`src/hdl/fcce_pkg.sv`:
```
package fcce_pkg;

  // table geometry
  localparam int TABLE_ENTRIES = 4096;
  localparam int ADDR_W        = $clog2(TABLE_ENTRIES);
  localparam int CNT_W         = $clog2(TABLE_ENTRIES + 1);

  // field widths
  localparam int CMD_W   = 2;
  localparam int STAT_W  = 2;
  localparam int CL_W    = 16;
  localparam int OFF_W   = 32;
  localparam int SECT_W  = 32;
  localparam int OIS_W   = 9;
  localparam int DSS_W   = 24;
  localparam int SPC_W   = 8;
  localparam int CFG_W   = 24;
  localparam int CFG_IDX_W = 1;

  // 512-byte sectors
  localparam int SECT_SHIFT = 9;
  localparam int JUMP_W     = OFF_W - SECT_SHIFT;
  localparam int DEN_W      = (CNT_W > SPC_W) ? CNT_W : SPC_W;
  localparam int DIV_CNT_W  = $clog2(JUMP_W + 1);
  localparam int PROD_W     = ADDR_W + SPC_W;

  localparam logic [CL_W-1:0] LINK_FREE     = 16'h0000;
  localparam logic [CL_W-1:0] LINK_LAST_MIN = 16'hFFF8;
  localparam logic [CL_W-1:0] LINK_END      = 16'hFFFF;

  typedef enum logic [CMD_W-1:0] {
    CMD_WRITE  = 2'd0,
    CMD_READ   = 2'd1,
    CMD_LOCATE = 2'd2,
    CMD_ALLOC  = 2'd3
  } cmd_e;

  typedef enum logic [STAT_W-1:0] {
    ST_OK    = 2'd0,
    ST_END   = 2'd1,
    ST_FULL  = 2'd2,
    ST_RANGE = 2'd3
  } stat_e;

  typedef enum logic [CFG_IDX_W-1:0] {
    CFG_DSS = 1'b0,
    CFG_SPC = 1'b1
  } cfg_idx_e;

  // datapath operations, one per cycle
  typedef enum logic [4:0] {
    OP_NONE,
    OP_CLR,
    OP_LOAD,
    OP_WR_ENTRY,
    OP_RD_ENTRY,
    OP_DIV_JUMPS,
    OP_WALK_INIT1,
    OP_HOP_RD,
    OP_HOP_UPD,
    OP_LEN_INIT,
    OP_LEN_RD,
    OP_LEN_UPD,
    OP_DIV_REST,
    OP_WALK_INIT2,
    OP_SECT,
    OP_SCAN_INIT,
    OP_SCAN,
    OP_MARK,
    OP_LINK,
    OP_RESULT
  } dp_op_e;

  // kind of result word loaded by OP_RESULT
  typedef enum logic [2:0] {
    RES_OK0,
    RES_RD,
    RES_RANGE,
    RES_END,
    RES_FULL,
    RES_LOC,
    RES_ALLOC
  } res_e;

  typedef struct packed {
    dp_op_e op;
    res_e   res;
    logic   in_ready;
  } dp_cmd_t;

  typedef struct packed {
    logic in_valid;
    logic out_free;
    cmd_e cmd;
    logic cl_oor;
    logic cl_nz;
    logic hops_zero;
    logic cur_end;
    logic cur_oor;
    logic cur_one;
    logic rest_nz;
    logic div_busy;
    logic probe_hit;
    logic scan_hit;
    logic scan_last;
    logic clr_last;
  } dp_stat_t;

endpackage

```
`src/hdl/fcce_ctrl.sv`:
```
module fcce_ctrl (
  input  logic               clk_i,
  input  logic               rst_ni,
  input  fcce_pkg::dp_stat_t stat_i,
  output fcce_pkg::dp_cmd_t  cmd_o
);
  import fcce_pkg::*;

  typedef enum logic [13:0] {
    S_CLEAR     = 14'h0001,
    S_IDLE      = 14'h0002,
    S_DISPATCH  = 14'h0004,
    S_DIV1      = 14'h0008,
    S_WALK_TEST = 14'h0010,
    S_WALK_WAIT = 14'h0020,
    S_LEN_RD    = 14'h0040,
    S_LEN_WAIT  = 14'h0080,
    S_DIV2_GO   = 14'h0100,
    S_DIV2      = 14'h0200,
    S_FINAL     = 14'h0400,
    S_SCAN      = 14'h0800,
    S_LINK      = 14'h1000,
    S_DONE      = 14'h2000
  } state_e;

  state_e state_q, state_d;
  res_e   res_q, res_d;
  logic   phase_q, phase_d;

  always_comb begin
    state_d        = state_q;
    res_d          = res_q;
    phase_d        = phase_q;
    cmd_o.op       = OP_NONE;
    cmd_o.res      = res_q;
    cmd_o.in_ready = 1'b0;
    case (state_q)
      S_CLEAR: begin
        cmd_o.op = OP_CLR;
        if (stat_i.clr_last) begin
          state_d = S_IDLE;
        end
      end
      S_IDLE: begin
        cmd_o.in_ready = 1'b1;
        if (stat_i.in_valid) begin
          cmd_o.op = OP_LOAD;
          state_d  = S_DISPATCH;
        end
      end
      S_DISPATCH: begin
        case (stat_i.cmd)
          CMD_WRITE: begin
            state_d = S_DONE;
            if (stat_i.cl_oor) begin
              res_d = RES_RANGE;
            end else begin
              cmd_o.op = OP_WR_ENTRY;
              res_d    = RES_OK0;
            end
          end
          CMD_READ: begin
            state_d = S_DONE;
            if (stat_i.cl_oor) begin
              res_d = RES_RANGE;
            end else begin
              cmd_o.op = OP_RD_ENTRY;
              res_d    = RES_RD;
            end
          end
          CMD_LOCATE: begin
            cmd_o.op = OP_DIV_JUMPS;
            phase_d  = 1'b0;
            state_d  = S_DIV1;
          end
          CMD_ALLOC: begin
            if (stat_i.cl_oor) begin
              res_d   = RES_RANGE;
              state_d = S_DONE;
            end else begin
              cmd_o.op = OP_SCAN_INIT;
              state_d  = S_SCAN;
            end
          end
          default: begin
            res_d   = RES_RANGE;
            state_d = S_DONE;
          end
        endcase
      end
      S_DIV1: begin
        if (!stat_i.div_busy) begin
          cmd_o.op = OP_WALK_INIT1;
          state_d  = S_WALK_TEST;
        end
      end
      S_WALK_TEST: begin
        if (stat_i.hops_zero) begin
          // a long offset has the walk go round a loop: measure it first
          if (!phase_q && stat_i.rest_nz) begin
            cmd_o.op = OP_LEN_INIT;
            state_d  = S_LEN_RD;
          end else begin
            state_d = S_FINAL;
          end
        end else if (stat_i.cur_end) begin
          res_d   = RES_END;
          state_d = S_DONE;
        end else if (stat_i.cur_oor) begin
          res_d   = RES_RANGE;
          state_d = S_DONE;
        end else begin
          cmd_o.op = OP_HOP_RD;
          state_d  = S_WALK_WAIT;
        end
      end
      S_WALK_WAIT: begin
        cmd_o.op = OP_HOP_UPD;
        state_d  = S_WALK_TEST;
      end
      S_LEN_RD: begin
        cmd_o.op = OP_LEN_RD;
        state_d  = S_LEN_WAIT;
      end
      S_LEN_WAIT: begin
        cmd_o.op = OP_LEN_UPD;
        state_d  = stat_i.probe_hit ? S_DIV2_GO : S_LEN_RD;
      end
      S_DIV2_GO: begin
        cmd_o.op = OP_DIV_REST;
        state_d  = S_DIV2;
      end
      S_DIV2: begin
        if (!stat_i.div_busy) begin
          cmd_o.op = OP_WALK_INIT2;
          phase_d  = 1'b1;
          state_d  = S_WALK_TEST;
        end
      end
      S_FINAL: begin
        state_d = S_DONE;
        if (stat_i.cur_end) begin
          res_d = RES_END;
        end else if (stat_i.cur_oor || stat_i.cur_one) begin
          res_d = RES_RANGE;
        end else begin
          cmd_o.op = OP_SECT;
          res_d    = RES_LOC;
        end
      end
      S_SCAN: begin
        if (stat_i.scan_hit) begin
          cmd_o.op = OP_MARK;
          if (stat_i.cl_nz) begin
            state_d = S_LINK;
          end else begin
            res_d   = RES_ALLOC;
            state_d = S_DONE;
          end
        end else if (stat_i.scan_last) begin
          res_d   = RES_FULL;
          state_d = S_DONE;
        end else begin
          cmd_o.op = OP_SCAN;
        end
      end
      S_LINK: begin
        cmd_o.op = OP_LINK;
        res_d    = RES_ALLOC;
        state_d  = S_DONE;
      end
      S_DONE: begin
        if (stat_i.out_free) begin
          cmd_o.op = OP_RESULT;
          state_d  = S_IDLE;
        end
      end
      default: begin
        state_d = S_IDLE;
      end
    endcase
  end

  always_ff @(posedge clk_i or negedge rst_ni) begin
    if (!rst_ni) begin
      state_q <= S_CLEAR;
      res_q   <= RES_OK0;
      phase_q <= 1'b0;
    end else begin
      state_q <= state_d;
      res_q   <= res_d;
      phase_q <= phase_d;
    end
  end

endmodule

```
`config.mk`:
```
export PLATFORM = sky130hd
export DESIGN_NAME = fcce_ctrl
export DESIGN_NICKNAME = d
export VERILOG_FILES = /design/src/hdl/fcce_pkg.sv /design/src/hdl/fcce_ctrl.sv
export SDC_FILE = /design/constraint.sdc
export NUM_CORES = 1
export LEC_CHECK = 0
export ABC_AREA = 1
export BUFFER_PORTS_ARGS = -buffer_cell sky130_fd_sc_hd__clkbuf_2
export CAP_MARGIN = 20
export CORE_MARGIN = 3
export CORE_UTILIZATION = 55
export CTS_CLUSTER_DIAMETER = 200
export DETAILED_ROUTE_END_ITERATION = 8
export PLACE_DENSITY = 0.89
export SYNTH_ARGS = -nofsm -noshare
export SYNTH_HDL_FRONTEND = slang
export SYNTH_SLANG_ARGS = --single-unit
```
`constraint.sdc`:
```
create_clock -name clk_i -period 2.4 [get_ports clk_i]
set_clock_uncertainty 0.15 [all_clocks]
set_input_delay 0.36 -clock clk_i [delete_from_list [all_inputs] [get_ports clk_i]]
set_output_delay 0.36 -clock clk_i [all_outputs]
set_load 0.005 [all_outputs]
```
==> run_results.csv, run 1 <==
group,metric,value,unit
outcome,status,"complete, but fails checks",
outcome,violations,"setup timing",
die,fp.dieArea,0.00335,sq mm
setup_path,path_delay_family,"simple AND/OR/NAND/NOR gates",
cells_and_area,final_nets,301,
setup_path,crit_top_cell,"nand2_2",
synthesis,syn_nets,255,
drt,wl_met3,390,um
sta,fmax,0.404,GHz
drt,highest-signal-layer,"met4",
sta,finalCritPeriodShare,1.03,
synthesis,synth.most_common_cell,"nand2_1",
setup_path,critPathKind,"reg -> out",
cts,numCtsBuffers,3,
power,cellLeakagePower,0.00114,uW
cells_and_area,layout-drive-gt1-share,0.333,
synthesis,synth.distinct_cells,25,
sta,layout_setup_ws,-0.0728,ns
setup_path,max_stage_delay,0.45,ns
setup_path,r2r_setup_slack,0.41,ns
die,rows,18,
cells_and_area,finalInstanceArea,0.00190,sq mm
die,ios,27,
sta,hold_viol,0,
drt,routed_via_density,5.60,
die,die_h,57.9,um
cells_and_area,area_growth,28.7,%
synthesis,synth_area_per_cell,6.25,sq um
sta,max_slew.worst_pin.slew,0.468,ns
drt,drc,0,
setup_path,slowest_stage,"dfrtp_1",
sta,setup_viol,3,
drt,drtIter0Drc,95,
synthesis,yosys-top-cells-count,"65 x nand2_1, 42 x nor2_1, 34 x inv_1",
hold_path,min_path_type,"in -> reg",
synthesis,ys_warn_count,0,
drt,vias,1746,
drt,routedWlPerCell,14.3,um
setup_path,worst-path-buf-inv,2,
global_route,grt_max_degree,19,
synthesis,seq_area_frac_synth,0.305,
synthesis,netlist_top_cells_area,"dfrtp_1 29%, nand2_1 16%, nor2_1 11%",
die,die_w,57.9,um
cts,clock_sinks,18,
drt,antenna_left,0,
synthesis,synth_edf_count,0,
setup_path,start_kind,"register",
global_route,grt_pass1_wl,6.35,mm
cts,htree_levels,1,
global_route,grt_pass1_vias,1458,
cts,worstSkewPairLatency,0.31,ns
drt,dr.pass1.iters,7,
die,start_util,0.587,
synthesis,synth_top_area_share,0.287,
cts,clk_pin_slew,0.11,ns
global_route,antenna_found_initial,0,
sta,rsz0062_at_grt,"true",
sta,timing.hold.ws,0.104,ns
synthesis,async_reset_ff_frac,1.00,
cells_and_area,diodes,0,
place,portBuffers,26,
sta,slew_viol_final,0,
setup_path,crit_path_end_kind,"output port",
place,hpwl,2.91,mm
drt,wl_met2,2.07,mm
place,place_area,0.00163,sq mm
setup_path,path_max_fanout,5,
synthesis,netlist_area,0.00148,sq mm
place,place_congestion,0.943,
synthesis,synth_cells,237,
run,maxCapViolCount,0,
global_route,gr-total-overflow,0,
power,powerDensity,728,mW/mm^2
cts,cts_tree,"done",
sta,max_slew_margin,0.688,
die,core,0.00252,sq mm
drt,drt-met1-wl,1.76,mm
global_route,grt_usage,0.244,
setup_path,required,1.89,ns
power,vdd_drop_max,0.000610,V
synthesis,yosys_register_bits,18,
drt,totalWireLength,4.46,mm
cells_and_area,post-route-util,0.755,
sta,period_needed,2.47,ns
cts,cts_root_buffer,"clkbuf_4",
synthesis,yosysTopAreaCell,"dfrtp_1",
synthesis,ys.flop_type,"dfrtp_1",
setup_path,cp.arrival,1.96,ns
cts,cts_max_path_buffers,2,
setup_path,path_cells,"nor2_2, nand2_2, nor2_4, nand2_2, inv_2, nand3_2, o21ai_2, nor2_1, nand3_1, clkbuf_2",
## metal layers
layer	track usage	vias up
li1	-	831
met1	0.325	764
met2	0.392	123
met3	0.0512	28
met4	0.0894	0
met5	0	-
## placed cells by master (no fill, tap or decap), types with 2 or more instances in the layout
cell       n
clkbuf_2  24
nand2_4    2
dfrtp_1   17
nand3b_1   2
nand2_2   12
nand4_1    2
o21ai_0    5
nand3_4    2
a21oi_2    2
buf_4     12
a21oi_1    3
nor2_1    42
inv_2      7
inv_1     31
nor2_4    11
nand3_1   19
o21ai_1    3
nor2_2     3
nand2_1   59
clkbuf_4   3
buf_2      2
buf_6      3
nor3_1     2
nand3_2    4
## repair_timing
action	CTS	global route
gates resized for setup	1	31
cloned	0	1
setup endpoints to repair	4	4
hold buffers	1	0
endpoints found under the hold margin	17	0
buffers inserted	5	10
pin swaps	1	13
## final cells by class
class,count,area [sq um]
Sequential cell,18,452
Multi-Input combinational cell,180,972
Timing Repair Buffer,42,264
Tap cell,30,37.5
Clock buffer,4,36.3
Fill cell,179,618
Inverter,38,143
## worst register-to-register path, delay by kind of cell, from the launching register on
| kind | cells | cell delay (ns) |
|---|---|---|
| AND/OR/NAND/NOR | 9 | 1.16 |
| flip-flops | 1 | 0.45 |
| buffers and inverters | 1 | 0.17 |
## where the power goes
part	total [uW]	switching [uW]	internal (uW)
combinational	797	497	300
sequential	392	41.2	351
clock	198	105	92.8
total	1390	643	744
## stage by stage
step	TNS, ns	std cells	worst slack (ns)	total power, uW
6_report	-0.148	312	-0.0728	1390
5_1_grt	-0.389	312	-0.101	1470
4_1_cts	0	301	0.00421	1210
3_5_place_dp	0	291	0.217	971
3_3_place_gp	0	291	0.283	957
2_1_floorplan	0	237	0.594	846
## logic make-up after synthesis
family / after synthesis / synth area share
AOI/OAI and AO/OA: 16 / 0.0566
and+or+nand+nor: 163 / 0.527
DFF: 18 / 0.305
buffers and inverters: 40 / 0.112
## state kept, by name (all words and copies together), names as in the netlist
name / cells
state_q: 14
phase_q: 1
res_q: 3
## worst paths after layout
check / startpoint / to / depth (start not counted)
max: state_q[10] / cmd_o[5] / 10
min: stat_i[3] / state_q[6] / 2
max reg2reg: state_q[1] / res_q[2] / 10
min reg2reg: res_q[1] / res_q[1] / 2
max in group asynchronous: rst_ni / state_q[0] / 2
min in group asynchronous: rst_ni / state_q[2] / 2
(Power assumes the default switching activity.)
==> run 2, diff against run 1 <==
- SKIP_CTS_REPAIR_TIMING: default -> 1
==> run 2 against run 1 <==
Compared with the run above: the run still ends with setup timing left; design area fell by 1.6%; via count fell by 2.7%; clock power barely moved; die area did not move; count of clock-buffer cells in the layout did not move; core utilization fell by 1.2 points; maximum frequency rose by 0.50%; critical path depth fell by 1; wire length fell by 5.6%; critical path type unchanged; critical endpoint unchanged; largest cell class unchanged; highest routed layer unchanged.
==> run_results.csv, run 2 (synthesis gave the netlist of run 1 again) <==
group,metric,value,unit
die,fp.dieArea,0.00335,sq mm
setup_path,worst-path-buf-inv,2,
hold_path,min_from,"stat_i[3]",
setup_path,rr_endpoint,"state_q[1]",
run,maxCapViolCount,0,
setup_path,start_kind,"register",
place,place_congestion,0.943,
setup_path,reg2reg_depth,11,
cells_and_area,top_regs,"state_q x14, res_q x3, phase_q x1",
power,p_int,740,uW
sta,hold_viol,0,
die,ios,27,
place,portBuffers,26,
setup_path,max_stage_delay,0.44,ns
global_route,grt_pass1_wl,6.19,mm
cells_and_area,diodes,0,
hold_path,worstHoldEndpoint,"state_q[6]",
drt,drtIter0Drc,85,
global_route,gr-total-overflow,0,
setup_path,crit_path_end_kind,"output port",
drt,antenna_left,0,
cells_and_area,largest_reg_flops,14,
cts,worstSkewPairLatency,0.31,ns
power,p_comb_frac,0.564,
power,switching_share,0.452,
drt,vias,1699,
outcome,violations,"setup timing",
setup_path,r2r_start,"state_q[10]",
sta,max_slew.worst_pin.slew,0.474,ns
setup_path,path_delay_family,"simple AND/OR/NAND/NOR gates",
hold_path,hold_depth,2,
power,p_sw,611,uW
setup_path,path_max_fanout,5,
place,place_area,0.00163,sq mm
global_route,grt_usage,0.238,
setup_path,path_cells,"nor2_2, nand2_2, nor2_4, buf_6, nand2_1, nand3_1, nor2_1, nand3_1, clkbuf_2",
power,cellLeakagePower,0.00113,uW
die,start_util,0.587,
sta,max_slew_margin,0.684,
cts,numCtsBuffers,3,
cts,clock_sinks,18,
place,place_inst,291,
drt,totalWireLength,4.21,mm
global_route,grt_max_degree,19,
cells_and_area,top_register,"state_q",
cells_and_area,final_common_cell,"nand2_1",
power,p_clk_frac,0.147,
sta,period_needed,2.46,ns
sta,finalCritPeriodShare,1.03,
power,seq_power_share,0.289,
setup_path,critPathKind,"reg -> out",
power,vdd_drop_max,0.000650,V
sta,slew_viol_final,0,
cells_and_area,finalInstanceArea,0.00187,sq mm
cells_and_area,layout-drive-gt1-share,0.322,
setup_path,required,1.89,ns
cts,cts_max_path_buffers,2,
global_route,grt_pass1_vias,1422,
global_route,antenna_found_initial,0,
setup_path,slowest_stage,"dfrtp_1",
cells_and_area,final_cell_mix,"60 x nand2_1, 42 x nor2_1, 32 x inv_1",
drt,dr.pass1.iters,7,
cts,cts_root_buffer,"clkbuf_4",
place,hpwl,2.91,mm
drt,drc,0,
power,powerDensity,720,mW/mm^2
die,die_h,57.9,um
outcome,status,"complete, but fails checks",
cts,htree_levels,1,
drt,routedWlPerCell,13.5,um
setup_path,r2r_setup_slack,0.40,ns
setup_path,crit_top_cell,"nand3_1",
die,rows,18,
sta,setup_viol,1,
die,core,0.00252,sq mm
cells_and_area,final_nets,302,
drt,routed_via_density,5.43,
sta,layout_setup_ws,-0.0604,ns
cts,clk_pin_slew,0.12,ns
die,die_w,57.9,um
cells_and_area,finalNonFillerCells,313,
setup_path,cp.arrival,1.95,ns
sta,fmax,0.406,GHz
cts,cts_tree,"done",
sta,rsz0062_at_grt,"true",
hold_path,min_path_type,"in -> reg",
cells_and_area,area_growth,26.6,%
## run 2: cell count changes in the layout (fill, tap and decap cells not counted)
cell     change
a21oi_1      +1
a21oi_2      -1
buf_4        +3
buf_6        -2
dfrtp_1      -1
dfrtp_2      +1
inv_1        +1
inv_2        -1
nand2_1      +1
nand2_2      -1
nand3_1      +2
nand3_4      -2
## run 2: worst register-to-register path, cell delays in order (launching register included)
cell and delay (ns):
dfrtp_1 0.44, nor2_2 0.21, nand2_2 0.12, nor2_4 0.20, buf_6 0.15, buf_4 0.11
buf_4 0.09, nand3_1 0.06, nand2_1 0.07, nor2_1 0.07, a21oi_1 0.17, nor2_2 0.06
## run 2: power groups by stage
stage | Clock, uW | Sequential [uW] | Combinational, uW
4_1_cts | 194 | 382 | 585
3_5_place_dp | 0 | 389 | 582
5_1_grt | 210 | 396 | 831
2_1_floorplan | 0 | 385 | 461
3_3_place_gp | 0 | 387 | 569
6_report | 198 | 391 | 761
## run 2: area by class of cell
class	instances	area, sq um
multi-input cells	180	941
fillers	188	648
flip-flops and latches	18	453
repair buffers	43	264
inverters	38	143
well taps	30	37.5
clock buffers	4	36.3
## run 2: worst max path at each step
| stage | startpoint | slack (ns) | to | depth (start not counted) |
|---|---|---|---|---|
| 2_1_floorplan | state_q[3] | 0.59 | cmd_o[5] | 9 |
| 3_3_place_gp | state_q[13] | 0.28 | cmd_o[6] | 10 |
| 4_1_cts | state_q[13] | -0.13 | cmd_o[5] | 10 |
| 5_1_grt | state_q[10] | -0.11 | cmd_o[5] | 9 |
| 3_5_place_dp | state_q[13] | 0.22 | cmd_o[5] | 10 |
| 6_report | state_q[10] | -0.06 | cmd_o[5] | 9 |
## run 2: per-layer routing
metal | vias to the layer above | part of all wire | global-route usage
met5 | - | 0 | 0
met4 | 0 | 0.043 | 0.0795
met3 | 22 | 0.073 | 0.0512
met2 | 84 | 0.47 | 0.381
met1 | 758 | 0.42 | 0.321
li1 | 835 | - | -
## run 2: metrics by stage
stage / utilization / setup slack (ns) / power, uW / hold slack [ns] / TNS [ns]
floorplan: - / 0.594 / 846 / -0.0856 / 0
global placement: 0.644 / 0.283 / 957 / 0.179 / 0
detailed placement: 0.644 / 0.217 / 971 / 0.184 / 0
CTS: 0.659 / -0.129 / 1160 / -0.146 / -0.370
global route: 0.743 / -0.113 / 1440 / 0.124 / -0.344
finish: 0.743 / -0.0604 / 1350 / 0.106 / -0.0604
